===== config.mk =====
export PLATFORM = sky130hd
export DESIGN_NAME = quic_header_parser
export DESIGN_NICKNAME = d
export VERILOG_FILES = /design/src/rtl/qhp_pkg.sv /design/src/rtl/qhp_parse.sv /design/src/rtl/quic_header_parser.sv
export SDC_FILE = /design/constraint.sdc
export NUM_CORES = 1
export LEC_CHECK = 0
export ABC_AREA = 1
export ABC_CLOCK_PERIOD_IN_PS = 12200
export BUFFER_PORTS_ARGS = -buffer_cell sky130_fd_sc_hd__buf_4
export CAP_MARGIN = 0
export CORE_MARGIN = 2
export CORE_UTILIZATION = 56
export CTS_CLUSTER_SIZE = 12
export DETAILED_ROUTE_END_ITERATION = 8
export PLACE_DENSITY = 0.77
export SLEW_MARGIN = 20
export SYNTH_ARGS = -nofsm -noshare
export SYNTH_HDL_FRONTEND = slang
export SYNTH_SLANG_ARGS = --single-unit

===== constraint.sdc =====
create_clock -name clk_i -period 12.2 [get_ports clk_i]
set_input_delay 0.61 -clock clk_i [delete_from_list [all_inputs] [get_ports clk_i]]
set_output_delay 0.61 -clock clk_i [all_outputs]
set_load 0.005 [all_outputs]

===== src/rtl/qhp_pkg.sv =====
// shared types and constants for the quic header parser
// used by qhp_parse and quic_header_parser; no dependencies
package qhp_pkg;

  localparam int unsigned PosW = 16;
  localparam logic [PosW-1:0] MaxDatagramBytes = 16'd65535;
  localparam logic [PosW-1:0] LongMinBytes = 16'd7;
  localparam logic [4:0] CidMax = 5'd20;
  localparam logic [4:0] ShortDcidReset = 5'd8;
  localparam logic [7:0] VersionBytes = 8'd4;

  // one-hot parse phase
  typedef enum logic [8:0] {
    PH_FIRST    = 9'b000000001,
    PH_VERSION  = 9'b000000010,
    PH_DCID_LEN = 9'b000000100,
    PH_DCID     = 9'b000001000,
    PH_SCID_LEN = 9'b000010000,
    PH_SCID     = 9'b000100000,
    PH_TOKLEN   = 9'b001000000,
    PH_TOKEN    = 9'b010000000,
    PH_BODY     = 9'b100000000
  } phase_e;

  typedef enum logic [3:0] {
    CLS_FIRST    = 4'd0,
    CLS_VERSION  = 4'd1,
    CLS_DCID_LEN = 4'd2,
    CLS_DCID     = 4'd3,
    CLS_SCID_LEN = 4'd4,
    CLS_SCID     = 4'd5,
    CLS_TOKLEN   = 4'd6,
    CLS_TOKEN    = 4'd7,
    CLS_BODY     = 4'd8,
    CLS_IGNORED  = 4'd9
  } byte_class_e;

  typedef enum logic [2:0] {
    ST_PENDING     = 3'd0,
    ST_OK          = 3'd1,
    ST_LONG_SHORT  = 3'd2,
    ST_CID_TRUNC   = 3'd3,
    ST_TOKEN_TRUNC = 3'd4
  } parse_status_e;

  // one result word
  typedef struct packed {
    byte_class_e   byte_class;
    logic [7:0]    byte_echo;
    logic          end_of_packet;
    parse_status_e parse_status;
    logic          long_form;
    logic [7:0]    header_first_byte;
    logic [31:0]   version_word;
    logic [7:0]    dest_cid_length;
    logic [7:0]    src_cid_length;
    logic [9:0]    header_bytes;
    logic [61:0]   token_bytes;
  } result_t;

endpackage


===== src/rtl/qhp_parse.sv =====
// header parse state and per-byte next-state logic
// depends on qhp_pkg; produces the result word for the byte being accepted
module qhp_parse import qhp_pkg::*; (
  input  logic       clk_i,
  input  logic       rst_ni,
  input  logic       accept_i,
  input  logic [7:0] byte_value_i,
  input  logic       is_last_i,
  input  logic [4:0] sdcid_cfg_i,
  output result_t    result_o
);

  logic [PosW-1:0] pos_q, pos_d;
  phase_e          phase_q, phase_d;
  logic [7:0]      first_q, first_d;
  logic [31:0]     ver_q, ver_d;
  logic [7:0]      dcid_q, dcid_d;
  logic [7:0]      scid_q, scid_d;
  logic [7:0]      field_q, field_d;
  logic [61:0]     vacc_q, vacc_d;
  logic [2:0]      vleft_q, vleft_d;
  logic [61:0]     tok_q, tok_d;
  logic [9:0]      hlen_q, hlen_d;

  logic [4:0]      sdcid;
  byte_class_e     cls;
  logic            lng;
  logic            initial_pkt;
  logic [7:0]      b;

  assign b = byte_value_i;
  assign sdcid = (sdcid_cfg_i > CidMax) ? CidMax : sdcid_cfg_i;

  always_comb begin
    pos_d   = pos_q;
    phase_d = phase_q;
    first_d = first_q;
    ver_d   = ver_q;
    dcid_d  = dcid_q;
    scid_d  = scid_q;
    field_d = field_q;
    vacc_d  = vacc_q;
    vleft_d = vleft_q;
    tok_d   = tok_q;
    hlen_d  = hlen_q;
    cls     = CLS_IGNORED;

    if (pos_q < MaxDatagramBytes) begin
      pos_d = pos_q + 16'd1;
      unique case (phase_q)
        PH_FIRST: begin
          cls = CLS_FIRST;
          first_d = b;
          if (b[7]) begin
            field_d = VersionBytes;
            phase_d = PH_VERSION;
          end else begin
            dcid_d  = {3'b000, sdcid};
            field_d = {3'b000, sdcid};
            if (sdcid == 5'd0) begin
              hlen_d  = 10'd1;
              phase_d = PH_BODY;
            end else begin
              phase_d = PH_DCID;
            end
          end
        end
        PH_VERSION: begin
          cls = CLS_VERSION;
          ver_d = {ver_q[23:0], b};
          field_d = field_q - 8'd1;
          if (field_d == 8'd0) phase_d = PH_DCID_LEN;
        end
        PH_DCID_LEN: begin
          cls = CLS_DCID_LEN;
          dcid_d  = b;
          field_d = b;
          phase_d = (b != 8'd0) ? PH_DCID : PH_SCID_LEN;
        end
        PH_DCID: begin
          cls = CLS_DCID;
          field_d = field_q - 8'd1;
          if (field_d == 8'd0) begin
            if (first_q[7]) begin
              phase_d = PH_SCID_LEN;
            end else begin
              hlen_d  = 10'd1 + {2'b00, dcid_q};
              phase_d = PH_BODY;
            end
          end
        end
        PH_SCID_LEN: begin
          cls = CLS_SCID_LEN;
          scid_d  = b;
          field_d = b;
          if (b == 8'd0) begin
            hlen_d  = 10'(LongMinBytes) + {2'b00, dcid_q};
            vacc_d  = '0;
            vleft_d = '0;
            phase_d = (first_q[5:4] == 2'b00) ? PH_TOKLEN : PH_BODY;
          end else begin
            phase_d = PH_SCID;
          end
        end
        PH_SCID: begin
          cls = CLS_SCID;
          field_d = field_q - 8'd1;
          if (field_d == 8'd0) begin
            hlen_d  = 10'(LongMinBytes) + {2'b00, dcid_q} + {2'b00, scid_q};
            vacc_d  = '0;
            vleft_d = '0;
            phase_d = (first_q[5:4] == 2'b00) ? PH_TOKLEN : PH_BODY;
          end
        end
        PH_TOKLEN: begin
          cls = CLS_TOKLEN;
          if (vleft_q == 3'd0) begin
            vacc_d  = {56'd0, b[5:0]};
            // prefix 00/01/10/11 gives 0/1/3/7 more bytes
            vleft_d = 3'((4'd1 << b[7:6]) - 4'd1);
          end else begin
            vacc_d  = {vacc_q[53:0], b};
            vleft_d = vleft_q - 3'd1;
          end
          if (vleft_d == 3'd0) begin
            tok_d   = vacc_d;
            phase_d = (vacc_d != 62'd0) ? PH_TOKEN : PH_BODY;
          end
        end
        PH_TOKEN: begin
          cls = CLS_TOKEN;
          tok_d = tok_q - 62'd1;
          if (tok_d == 62'd0) phase_d = PH_BODY;
        end
        default: begin
          cls = CLS_BODY;
          phase_d = PH_BODY;
        end
      endcase
    end
  end

  assign lng = first_d[7];
  assign initial_pkt = lng && (first_d[5:4] == 2'b00);

  always_comb begin
    result_o = '0;
    result_o.byte_class    = cls;
    result_o.byte_echo     = b;
    result_o.end_of_packet = is_last_i;
    result_o.parse_status  = ST_PENDING;
    if (is_last_i) begin
      priority if (lng && (pos_d < LongMinBytes)) begin
        result_o.parse_status = ST_LONG_SHORT;
      end else if ((phase_d == PH_FIRST) || (phase_d == PH_VERSION) ||
                   (phase_d == PH_DCID_LEN) || (phase_d == PH_DCID) ||
                   (phase_d == PH_SCID_LEN) || (phase_d == PH_SCID)) begin
        result_o.parse_status = ST_CID_TRUNC;
      end else if ((phase_d == PH_TOKLEN) || (phase_d == PH_TOKEN)) begin
        result_o.parse_status = ST_TOKEN_TRUNC;
      end else begin
        result_o.parse_status = ST_OK;
      end
      result_o.long_form         = lng;
      result_o.header_first_byte = first_d;
      result_o.version_word      = lng ? ver_d : 32'd0;
      result_o.dest_cid_length   = dcid_d;
      result_o.src_cid_length    = lng ? scid_d : 8'd0;
      result_o.header_bytes      = hlen_d;
      result_o.token_bytes       =
        (initial_pkt && ((phase_d == PH_TOKEN) || (phase_d == PH_BODY))) ? vacc_d : 62'd0;
    end
  end

  // the last byte of a datagram returns the parser to its reset state
  always_ff @(posedge clk_i or negedge rst_ni) begin
    if (!rst_ni) begin
      pos_q   <= '0;
      phase_q <= PH_FIRST;
      first_q <= '0;
      ver_q   <= '0;
      dcid_q  <= '0;
      scid_q  <= '0;
      field_q <= '0;
      vacc_q  <= '0;
      vleft_q <= '0;
      tok_q   <= '0;
      hlen_q  <= '0;
    end else if (accept_i) begin
      if (is_last_i) begin
        pos_q   <= '0;
        phase_q <= PH_FIRST;
        first_q <= '0;
        ver_q   <= '0;
        dcid_q  <= '0;
        scid_q  <= '0;
        field_q <= '0;
        vacc_q  <= '0;
        vleft_q <= '0;
        tok_q   <= '0;
        hlen_q  <= '0;
      end else begin
        pos_q   <= pos_d;
        phase_q <= phase_d;
        first_q <= first_d;
        ver_q   <= ver_d;
        dcid_q  <= dcid_d;
        scid_q  <= scid_d;
        field_q <= field_d;
        vacc_q  <= vacc_d;
        vleft_q <= vleft_d;
        tok_q   <= tok_d;
        hlen_q  <= hlen_d;
      end
    end
  end

endmodule


===== src/rtl/quic_header_parser.sv =====
// top level of the quic v1 packet header parser
// depends on qhp_pkg and qhp_parse; holds the config register and output buffering
//
// Takes one datagram byte per cycle and returns one tagged word per byte, registered
// after the byte is accepted, in an output register backed by a one-word skid buffer,
// so a new byte is taken every cycle while the output side keeps up. The parse state
// lives in qhp_parse and is updated in the same cycle a byte is accepted. The word
// for the byte flagged last carries the status and header summary, and the parser
// then starts over for the next datagram. The short-header dcid length is written
// through the config channel, which is always ready, and is sampled when a first
// byte arrives.
module quic_header_parser import qhp_pkg::*; (
  input  logic        clk_i,
  input  logic        rst_ni,
  input  logic        cfg_valid_i,
  output logic        cfg_ready_o,
  input  logic [4:0]  short_cid_bytes_i,
  input  logic        in_valid_i,
  output logic        in_stall_o,
  input  logic [7:0]  byte_value_i,
  input  logic        is_last_i,
  output logic        out_valid_o,
  input  logic        out_stall_i,
  output logic [3:0]  byte_class_o,
  output logic [7:0]  byte_echo_o,
  output logic        end_of_packet_o,
  output logic [2:0]  parse_status_o,
  output logic        long_form_o,
  output logic [7:0]  header_first_byte_o,
  output logic [31:0] version_word_o,
  output logic [7:0]  dest_cid_length_o,
  output logic [7:0]  src_cid_length_o,
  output logic [9:0]  header_bytes_o,
  output logic [61:0] token_bytes_o
);

  logic [4:0] sdcid_q;
  logic       in_fire;
  logic       out_take;
  result_t    res;
  result_t    out_q, out_d;
  result_t    skid_q, skid_d;
  logic       out_valid_q, out_valid_d;
  logic       skid_valid_q, skid_valid_d;

  assign cfg_ready_o = 1'b1;

  always_ff @(posedge clk_i or negedge rst_ni) begin
    if (!rst_ni) begin
      sdcid_q <= ShortDcidReset;
    end else if (cfg_valid_i && cfg_ready_o) begin
      sdcid_q <= short_cid_bytes_i;
    end
  end

  assign in_stall_o = skid_valid_q;
  assign in_fire    = in_valid_i && !skid_valid_q;
  assign out_take   = out_valid_q && !out_stall_i;

  qhp_parse u_parse (
    .clk_i        (clk_i),
    .rst_ni       (rst_ni),
    .accept_i     (in_fire),
    .byte_value_i (byte_value_i),
    .is_last_i    (is_last_i),
    .sdcid_cfg_i  (sdcid_q),
    .result_o     (res)
  );

  // output register with a one-word skid behind it
  always_comb begin
    out_d        = out_q;
    skid_d       = skid_q;
    out_valid_d  = out_valid_q;
    skid_valid_d = skid_valid_q;
    if (out_take || !out_valid_q) begin
      out_valid_d  = skid_valid_q || in_fire;
      out_d        = skid_valid_q ? skid_q : res;
      skid_valid_d = 1'b0;
    end else if (in_fire) begin
      skid_valid_d = 1'b1;
      skid_d       = res;
    end
  end

  always_ff @(posedge clk_i or negedge rst_ni) begin
    if (!rst_ni) begin
      out_valid_q  <= 1'b0;
      skid_valid_q <= 1'b0;
    end else begin
      out_valid_q  <= out_valid_d;
      skid_valid_q <= skid_valid_d;
    end
  end

  always_ff @(posedge clk_i) begin
    out_q  <= out_d;
    skid_q <= skid_d;
  end

  assign out_valid_o         = out_valid_q;
  assign byte_class_o        = out_q.byte_class;
  assign byte_echo_o         = out_q.byte_echo;
  assign end_of_packet_o     = out_q.end_of_packet;
  assign parse_status_o      = out_q.parse_status;
  assign long_form_o         = out_q.long_form;
  assign header_first_byte_o = out_q.header_first_byte;
  assign version_word_o      = out_q.version_word;
  assign dest_cid_length_o   = out_q.dest_cid_length;
  assign src_cid_length_o    = out_q.src_cid_length;
  assign header_bytes_o      = out_q.header_bytes;
  assign token_bytes_o       = out_q.token_bytes;

endmodule

* Word level (Yosys, flattened, before mapping)
Index checks and enable logic that the tools add are counted.
** Storage, ports and cells
- Output and inout bits :: 148
- Logic and storage cells :: 183
- Flip-flop bits (word level) :: 523
- Bits of input ports :: 19
** Cells by class
- $add $sub $neg :: 8
- Shift operators :: 1
- $lt $le $gt $ge :: 3
- Eq/ne operators :: 20
- Muxes and demuxes :: 76
- Reduce and logical (&&, ||, !) cells :: 38
- Bitwise gates (word level) :: 1
** Operator list (number)
- 62-bit two-way mux :: 11
- 62-bit case mux with 3 select lines :: 1
- 145-bit two-way mux :: 1
- 132-bit two-way mux :: 1
- 32-bit two-way mux :: 4
- 62-bit case mux with 2 select lines :: 1
- 9-bit two-way mux :: 13
- 8-bit two-way mux :: 12
- 10-bit two-way mux :: 8
- 9-bit case mux with 8 select lines :: 1
- 62-bit logical NOT :: 1
- 62-bit nonzero test :: 1
- 62-bit by 1-bit subtractor with 62-bit output (second input constant) :: 1
- 10-bit case mux with 4 select lines :: 1
- 16-bit two-way mux :: 2
- 4-bit case mux with 8 select lines :: 1
- 3-bit two-way mux :: 10
- 8-bit case mux with 3 select lines :: 1
- 9-bit by 1-bit == test with 1-bit output (second input constant) :: 2
- 9-bit by 2-bit == test with 1-bit output (second input constant) :: 2
- 9-bit by 3-bit == test with 1-bit output (second input constant) :: 2
- 9-bit by 4-bit == test with 1-bit output (second input constant) :: 2
- 9-bit by 5-bit == test with 1-bit output (second input constant) :: 2
- 9-bit by 6-bit == test with 1-bit output (second input constant) :: 2
- other kinds (37) :: 64

* Logic depth before layout (Yosys ltp)
Gate-level depths: netlist of run 1.
- Depth in word-level cells :: 19
- Gate-level depth with buffers :: 25
- Mapped depth without buffers :: 24

* Hierarchy
A second synthesis of run 1 with hierarchy kept.
** Unflattened totals
- Cell total of the unflattened synthesis :: 3198
- Area, all modules :: 27154.8 um2
** Modules (own cells, without submodules)
- qhp_parse :: area each 16179.3 um2, instances 1, cells an instance 2408, sequential area each 5656.7 um2
- quic_header_parser :: area each 10975.5 um2, instances 1, cells an instance 790, sequential area each 8884.8 um2

* Least setup slack after synthesis of run 1
Ideal clock, no wire load.
- Kind :: input -> register
- Start point :: in out_stall_i
- End point :: reg skid_q[0] in the netlist's numbering, enable pin
- Data arrival time :: 10245 ps
- Cell stages on the path :: 2
- Library setup time :: 1391 ps
- Setup slack :: 564 ps
- Cells stage by stage :: nand2_1 nor2_1
** Between the ends
- Cells in the longest elaborated chain, start to end :: 5
** Ends and longest elaborated chain
- start: declaration :: RTL line quic_header_parser.sv:23 : input logic out_stall_i,
- 1-bit logical NOT :: RTL line quic_header_parser.sv:58 : assign out_take = out_valid_q && !out_stall_i;
- 1-bit logical AND :: RTL line quic_header_parser.sv:58
- 1-bit logical OR :: RTL line quic_header_parser.sv:76 : if (out_take || !out_valid_q) begin
- 1-bit NOT (no source line)
- 2-bit AND reduction (no source line)
- end signal: assignment :: RTL line quic_header_parser.sv:98 : skid_q <= skid_d;
- end: declaration :: RTL line quic_header_parser.sv:42 : result_t skid_q, skid_d;
Every way passes these cells.
A chain may end at the register's enable or synchronous reset.

* Worst setup path in the final report of run 1
- Start point :: reg u_parse.vleft_q[1]
- End point :: reg out_q (netlist bit token_bytes_o[40]) (data pin)
** Between the ends
- Cells in the longest elaborated chain, start to end :: 15
- Elaborated cells on any way between the ends :: 23
- Those cells by class :: add/sub: 1; eq/ne: 2; mux: 15; reduce/logical: 5
** Ends and longest elaborated chain
- start: declaration :: RTL line qhp_parse.sv:21 : logic [2:0] vleft_q, vleft_d;
- start signal: assignment :: RTL line qhp_parse.sv:211 : vleft_q <= vleft_d;
- 3-bit logical NOT :: RTL line qhp_parse.sv:117 : if (vleft_q == 3'd0) begin
- 62-bit two-way mux :: RTL line qhp_parse.sv:117
- 62-bit two-way mux :: RTL line qhp_parse.sv:50 : unique case (phase_q)
- 62-bit two-way mux :: RTL line qhp_parse.sv:48 : if (pos_q < MaxDatagramBytes) begin
- 62-bit nonzero test :: RTL line qhp_parse.sv:127 : phase_d = (vacc_d != 62'd0) ? PH_TOKEN : PH_BODY;
- 9-bit two-way mux :: RTL line qhp_parse.sv:127
- 9-bit two-way mux :: RTL line qhp_parse.sv:125 : if (vleft_d == 3'd0) begin
- 9-bit case mux with 8 select lines :: RTL line qhp_parse.sv:50
- 9-bit two-way mux :: RTL line qhp_parse.sv:48
- 9-bit by 8-bit == test with 1-bit output or 9-bit == test (tied branches) :: RTL line qhp_parse.sv:171 : (initial_pkt && ((phase_d == PH_TOKEN) || (phase_d == PH_BODY))) ? vacc_d : 62'd0;
- 1-bit logical OR :: RTL line qhp_parse.sv:171
- 1-bit logical AND :: RTL line qhp_parse.sv:171
- 62-bit two-way mux (*) :: RTL line qhp_parse.sv:171
- 132-bit two-way mux (*) :: RTL line qhp_parse.sv:152 : if (is_last_i) begin
- 145-bit two-way mux (*) :: RTL line quic_header_parser.sv:78 : out_d = skid_valid_q ? skid_q : res;
- end signal: assignment :: RTL line quic_header_parser.sv:97 : out_q <= out_d;
- end: declaration :: RTL line quic_header_parser.sv:41 : result_t out_q, out_d;
Every way passes the cells marked *; elsewhere a longest branch is shown, timed or not. The select of a mux whose other input is x is not followed.

==> flow_summary.ini, run 1 <==
[status]
status = finished clean

[sta]
finalClockSkew_ns = 0.0110
setup_viol = 0
slew_violations = 0
grt_setup_unrepaired = no
fin_hold_ws_ns = 0.0219
max_slew.worst_pin.slew_ns = 1.17
layout_setup_ws_ns = 7.27
hold_viol = 0
relSlewSlack_pct = 22.1
tns_ns = 0
period_minus_slack_ns = 4.93
finalCritPeriodShare_pct = 40.4
max_freq_ghz = 0.203

[placement]
placed_cell_area_um2 = 28700
gp_congestion = 0.957
io_buffers = 165
dp_slack_ns = 7.22
hpwl_um = 55200
placed_cells = 3852

[power]
powerDensity_nw_per_um2 = 145
p_total_mw = 4.42
vdd_drop_max_v = 0.000116
leakagePower_nw = 13.9

[setup_path]
path_cells = nor3_4 > buf_4 > inv_1 > nand2_1 > nand3_1 > nor2_1 > nand4_1 > nor2_1 > nand4_1 > nand3_1 > nor2_1 > nand2_1 > nand2_1 > nand2_1 > nand3_2 > nor2_8 > buf_4 > nand3_2 > o21ai_1
crit_arrival_ns = 5.39
required_ns = 12.66
crit_slowest_cell = buf_4
path_class = reg -> reg
crit_path_end_kind = flop
worstSetupStartpoint = u_parse.vleft_q[1]
crit_top_cell = nand2_1
r2r-start = u_parse.vleft_q[1]
slowest_delay_ns = 0.74
startpoint_type = flop
worst-path-max-fanout = 61

[finish]
post-route-util_pct = 63.9
fillers = 4035
register_area_um2 = 14500
layout.nets = 3332
stdcell_count = 3956
area_growth_pct = 12.6
final_layout_size_suffix_gt1_share_pct = 11.9
multi_input_area_um2 = 10300
finalInstanceArea_um2 = 30500

[floorplan]
die_area_um2 = 50100
core_area_um2 = 47700
io_pins = 167
fp.dieW_um = 224
start_util_pct = 56.7
fp.dieH_um = 224
rows = 80

[routing]
ant_nets = 0
route.met3.wl_um = 5520
drcViolationCount = 0
dr_wl_met2_um = 39900
vias = 23100
met1Wirelength_um = 31600
vias_per_cell = 5.83
drt_iter0_drc = 2522
maxUsedRoutingLayer = met4
wirelength_um = 81200
drt-pass1-iter-count = 6
wl_per_cell_um = 20.5

[logic_synthesis]
async_reset_ff_share_pct = 44.7
yosys_warnings = 0
synthCells = 3192
synth_area_um2 = 27100
ys.flop_type = edfxtp_1
synth_edf_count = 288
synth_area_leaders = edfxtp_1 32%, dfrtp_1 21%, nand2_1 11%
synth_top_area_share_pct = 31.9
ys_types = 52
syn_nets = 3229
ys_ff_latch = 521
ys_seq_area_share_pct = 53.5
yosysMostFrequentCell = nand2_1
ys_top_cells_by_count = 803 x nand2_1, 437 x inv_1, 358 x nor2_1
synth_area_leader_cell = edfxtp_1
syn_avg_cell_area_um2 = 8.48

[clocking]
cts_root_buffer = clkbuf_16
cts_tree = yes
cts_buffer_depth = 3
cts_sinks = 521
clk_latency_ns = 0.63
cts_setup_buffers = 0
cts_inserted_buffers = 55
cts_resized = 0
cts_hold_buf = 0
h-tree-depth = 2
clk_pin_slew_ns = 0.06

[hold_path]
min_path_type = in -> async

[global_routing]
grt_pass1_vias = 22400
antenna_found_initial = 0
grt_start_max_net_pins = 119
grt_pass1_wl_um = 126000
grt_use_total_pct = 32.3
grt_overflow = 0

[flow_run]
drv_cap = 0
[registers in the layout, summed over array words and instances, names as in the netlist, 4 cells and up]
name and flops:
u_parse.first_q 8, header_first_byte_o 7, u_parse.field_q 8, u_parse.dcid_q 8, u_parse.ver_q 32, dest_cid_length_o 8, u_parse.pos_q 16, version_word_o 32
src_cid_length_o 8, u_parse.scid_q 8, sdcid_q 5, token_bytes_o 62, u_parse.vacc_q 62, u_parse.phase_q 9, byte_class_o 4, byte_echo_o 8
u_parse.tok_q 62, header_bytes_o 10, u_parse.hlen_q 10, skid_q 144
[cell usage in the layout (no fill, tap or decap), types with 6 or more instances in the layout]
cell type / count
o21ai_0: 243
nor3_1: 32
nand2_2: 8
o21ai_1: 57
inv_2: 7
inv_1: 435
nand3_2: 65
clkbuf_16: 56
a31oi_1: 8
dfrtp_1: 230
edfxtp_1: 288
nor2_2: 14
clkbuf_8: 6
buf_4: 187
nor2_4: 15
o21a_1: 19
clkbuf_1: 27
a21oi_1: 32
nor2_1: 355
o22ai_1: 206
nand3_1: 92
ha_1: 17
nand2_4: 6
xor2_1: 32
nand2_1: 802
nand4_1: 23
[cell type report]
| class | count | share of cell area (%) |
|---|---|---|
| clock buffer | 89 | 5.20 |
| sequential | 521 | 47.5 |
| timing repair buffer | 190 | 4.78 |
| antenna | 1 | 0.00821 |
| tap | 615 | 2.52 |
| clock inverter | 13 | 0.751 |
| inverter | 444 | 5.47 |
| multi-input combinational | 2083 | 33.8 |
[worst max-delay path, delay by kind of cell, from the launching register on]
| kind | cells | cell delay [ns] |
|---|---|---|
| AOI/OAI and AO/OA | 1 | 0.21 |
| and+or+nand+nor | 15 | 2.29 |
| DFF | 1 | 0.42 |
| buffers and inverters | 3 | 1.69 |
[metal layers]
metal	track usage, %	vias to the layer above
li1	-	10700
met1	41.0	11000
met2	54.6	1067
met3	4.70	219
met4	16.0	0
met5	0	-
[power breakdown]
| group | leakage [nW] | switching [mW] | internal, mW |
|---|---|---|---|
| combinational | 6.95 | 0.484 | 0.212 |
| sequential | 6.11 | 0.0472 | 1.97 |
| clock | 0.878 | 0.714 | 0.995 |
[worst paths after layout]
| path | endpoint | slack (ns) | cells past startpoint |
|---|---|---|---|
| min | u_parse.vacc_q[55] | 0.02 | 1 |
| max in group asynchronous | u_parse.pos_q[7] | 10.85 | 2 |
| min reg2reg | u_parse.first_q[1] | 0.50 | 2 |
| max | token_bytes_o[40] | 7.27 | 19 |
| min in group clk_i | sdcid_q[3] | 0.20 | 3 |
| max reg2reg | token_bytes_o[40] | 7.27 | 19 |
[logic make-up (layout without fill, tap and decap cells)]
logic type,after synthesis,after routing,synth area share (%)
XOR/XNOR,37,37,1.20
other,1,2,0.0139
adder cells (fa/ha/maj),18,18,0.860
buffers and inverters,588,736,8.65
AO/OA/AOI/OAI,596,596,12.6
multiplexers,1,1,0.0416
AND/OR/NAND/NOR,1430,1430,23.2
flip-flops,521,521,53.5
(Power assumes the default switching activity.)
==> run 2: changes to the inputs <==
ABC_AREA = 0   (was 1)
ABC_CLOCK_PERIOD_IN_PS = 4400   (was 12200)
CORE_UTILIZATION = 55   (was 56)
PLACE_DENSITY = 0.76   (was 0.77)
clock period = 4.4 ns   (was 12.2 ns; I/O delays follow)
==> flow_summary.ini, run 2 <==
[status]
status = finished clean

[routing]
wirelength_um = 79900
drt_iter0_drc = 2458
vias_per_cell = 6.62
drcViolationCount = 0
vias = 22200
drt-pass1-iter-count = 8
wl_per_cell_um = 23.8
ant_nets = 0

[finish]
area_growth_pct = 17.9
regMostFlops = skid_q
mostFrequentLayoutCell = buf_4
largest_register_ffs = 144
layout_common_cells = 295 x buf_4, 288 x edfxtp_1, 264 x nand2_1
fillers = 3645
layout.nets = 2730
multi_input_area_um2 = 11200
final_layout_size_suffix_gt1_share_pct = 18.1
stdcell_count = 3354
register_area_um2 = 14500

[sta]
max_slew.worst_pin.slew_ns = 1.16
max_freq_ghz = 0.228
slew_violations = 0
hold_viol = 0
tns_ns = 0
finalCritPeriodShare_pct = 99.6
period_minus_slack_ns = 4.38
finalClockSkew_ns = 0.0442
setup_viol = 0
relSlewSlack_pct = 23.0

[logic_synthesis]
ys.flop_type = edfxtp_1
synth_top_area_share_pct = 32.8
ys_types = 87
yosysMostFrequentCell = edfxtp_1
synth_area_um2 = 26300
synth_area_leader_cell = edfxtp_1
synth_edf_count = 288
ys_top_cells_by_count = 288 x edfxtp_1, 266 x nand2_1, 261 x nor2_1
ys_seq_area_share_pct = 55.0
synthCells = 2524
syn_nets = 2561
async_reset_ff_share_pct = 44.7
yosys_warnings = 0
ys_ff_latch = 521
syn_avg_cell_area_um2 = 10.4
synth_area_leaders = edfxtp_1 33%, dfrtp_1 22%, o31ai_1 3.9%

[floorplan]
io_pins = 167
fp.dieH_um = 223
die_area_um2 = 49600
start_util_pct = 55.4
fp.dieW_um = 223
rows = 80
core_area_um2 = 47500

[placement]
gp_congestion = 0.985
placed_cells = 3223
hpwl_um = 51700
io_buffers = 165

[setup_path]
path_class = reg -> reg
crit_path_end_kind = flop
path_cells = nor4_2 > buf_4 > and3_1 > nand3_1 > nor4_2 > buf_4 > xnor2_1 > nand4_1 > or3_4 > o21ai_4 > a21o_4 > nand3_4 > buf_12 > buf_16 > o31ai_1
crit_arrival_ns = 4.82
worst-path-max-fanout = 15
required_ns = 4.84
crit_slowest_cell = dfrtp_1
slowest_delay_ns = 0.47
startpoint_type = flop

[power]
powerDensity_nw_per_um2 = 396
vdd_drop_max_v = 0.000348
leakagePower_nw = 12.1

[global_routing]
grt_overflow = 0
grt_pass1_wl_um = 122000
grt_use_total_pct = 31.4
grt_start_max_net_pins = 233
antenna_found_initial = 1
grt_pass1_vias = 21200

[clocking]
cts_inserted_buffers = 55
clk_pin_slew_ns = 0.06
cts_buffer_depth = 3
cts_root_buffer = clkbuf_16
h-tree-depth = 2
clk_latency_ns = 0.64
cts_sinks = 521
cts_tree = yes

[hold_path]
min_path_type = in -> reg

[flow_run]
drv_cap = 0
==> run 2: worst max-delay path, delay by kind of cell (launching register included) <==
family	cells	cell delay, ns
buffers and inverters	4	0.75
flip-flops	1	0.47
AND/OR/NAND/NOR	7	2.06
AO/OA/AOI/OAI	3	0.68
XOR/XNOR	1	0.22
==> run 2: timing repair <==
item | CTS | global route
hold endpoints to repair | 83 | 0
gates resized for setup | 9 | 39
cloned | 1 | 4
pin swaps | 2 | 10
endpoints found under the setup margin | 124 | 126
hold buffers | 17 | 0
setup buffers | 2 | 4
==> run 2: layout make-up <==
type / instances / share of cell area, %
tap: 615 / 2.48
antenna: 1 / 0.00806
inverter: 35 / 0.423
clock buffer: 83 / 5.00
multi-input combinational: 1750 / 36.0
clock inverter: 19 / 0.613
sequential: 521 / 46.7
timing repair buffer: 330 / 8.84
==> run 2: cell families after synthesis <==
kind of cell             Yosys count  synth area share (%)
AO/OA/AOI/OAI                    730                  19.6
XOR/XNOR                          47                  1.56
adder cells (fa/ha/maj)           19                 0.922
buffers and inverters            255                  4.07
flip-flops                       521                  55.0
multiplexers                      76                  3.02
other                              1                0.0142
AND/OR/NAND/NOR                  875                  15.8
==> run 2: where the power goes <==
part / leakage [nW] / internal [mW] / switching (mW) / total, mW
Sequential: 6.07 / 5.48 / 0.228 / 5.71
Clock: 0.844 / 2.56 / 1.97 / 4.53
Combinational: 5.15 / 0.806 / 1.25 / 2.06
==> run 2: per-stage QoR <==
step	utilization, %	area (µm²)	hold slack [ns]	power [mW]	setup slack [ns]
final	65.3	31000	0.0259	12.3	0.0195
after global routing	65.3	31000	0.00885	12.7	-0.0933
after CTS	64.6	30700	0.00561	12.2	0.0224
after detailed placement	60.4	28700	0.219	7.70	-0.316
after global placement	60.4	28700	0.218	7.65	-0.127
after floorplan	-	26400	-0.0756	6.88	0.0219
==> run 2: final timing paths <==
path / from / endpoint / slack, ns / cells after the start
max reg2reg: u_parse.tok_q[19] / token_bytes_o[31] / 0.02 / 15
min reg2reg: u_parse.vacc_q[60] / u_parse.vacc_q[60] / 0.50 / 1
max in group asynchronous: rst_ni / u_parse.tok_q[51] / 3.06 / 3
min: byte_value_i[5] / skid_q[138] / 0.03 / 1
min in group asynchronous: rst_ni / in_stall_o / 0.14 / 2
max: u_parse.tok_q[19] / token_bytes_o[31] / 0.02 / 15
==> run 2: metal layers <==
| layer | vias up | global-route usage (%) | wire length (µm) |
|---|---|---|---|
| met5 | - | 0 | 0 |
| met4 | 0 | 11.6 | 2750 |
| met3 | 178 | 5.40 | 6360 |
| met2 | 1042 | 50.9 | 38500 |
| met1 | 11000 | 42.6 | 32300 |
| li1 | 9954 | - | - |
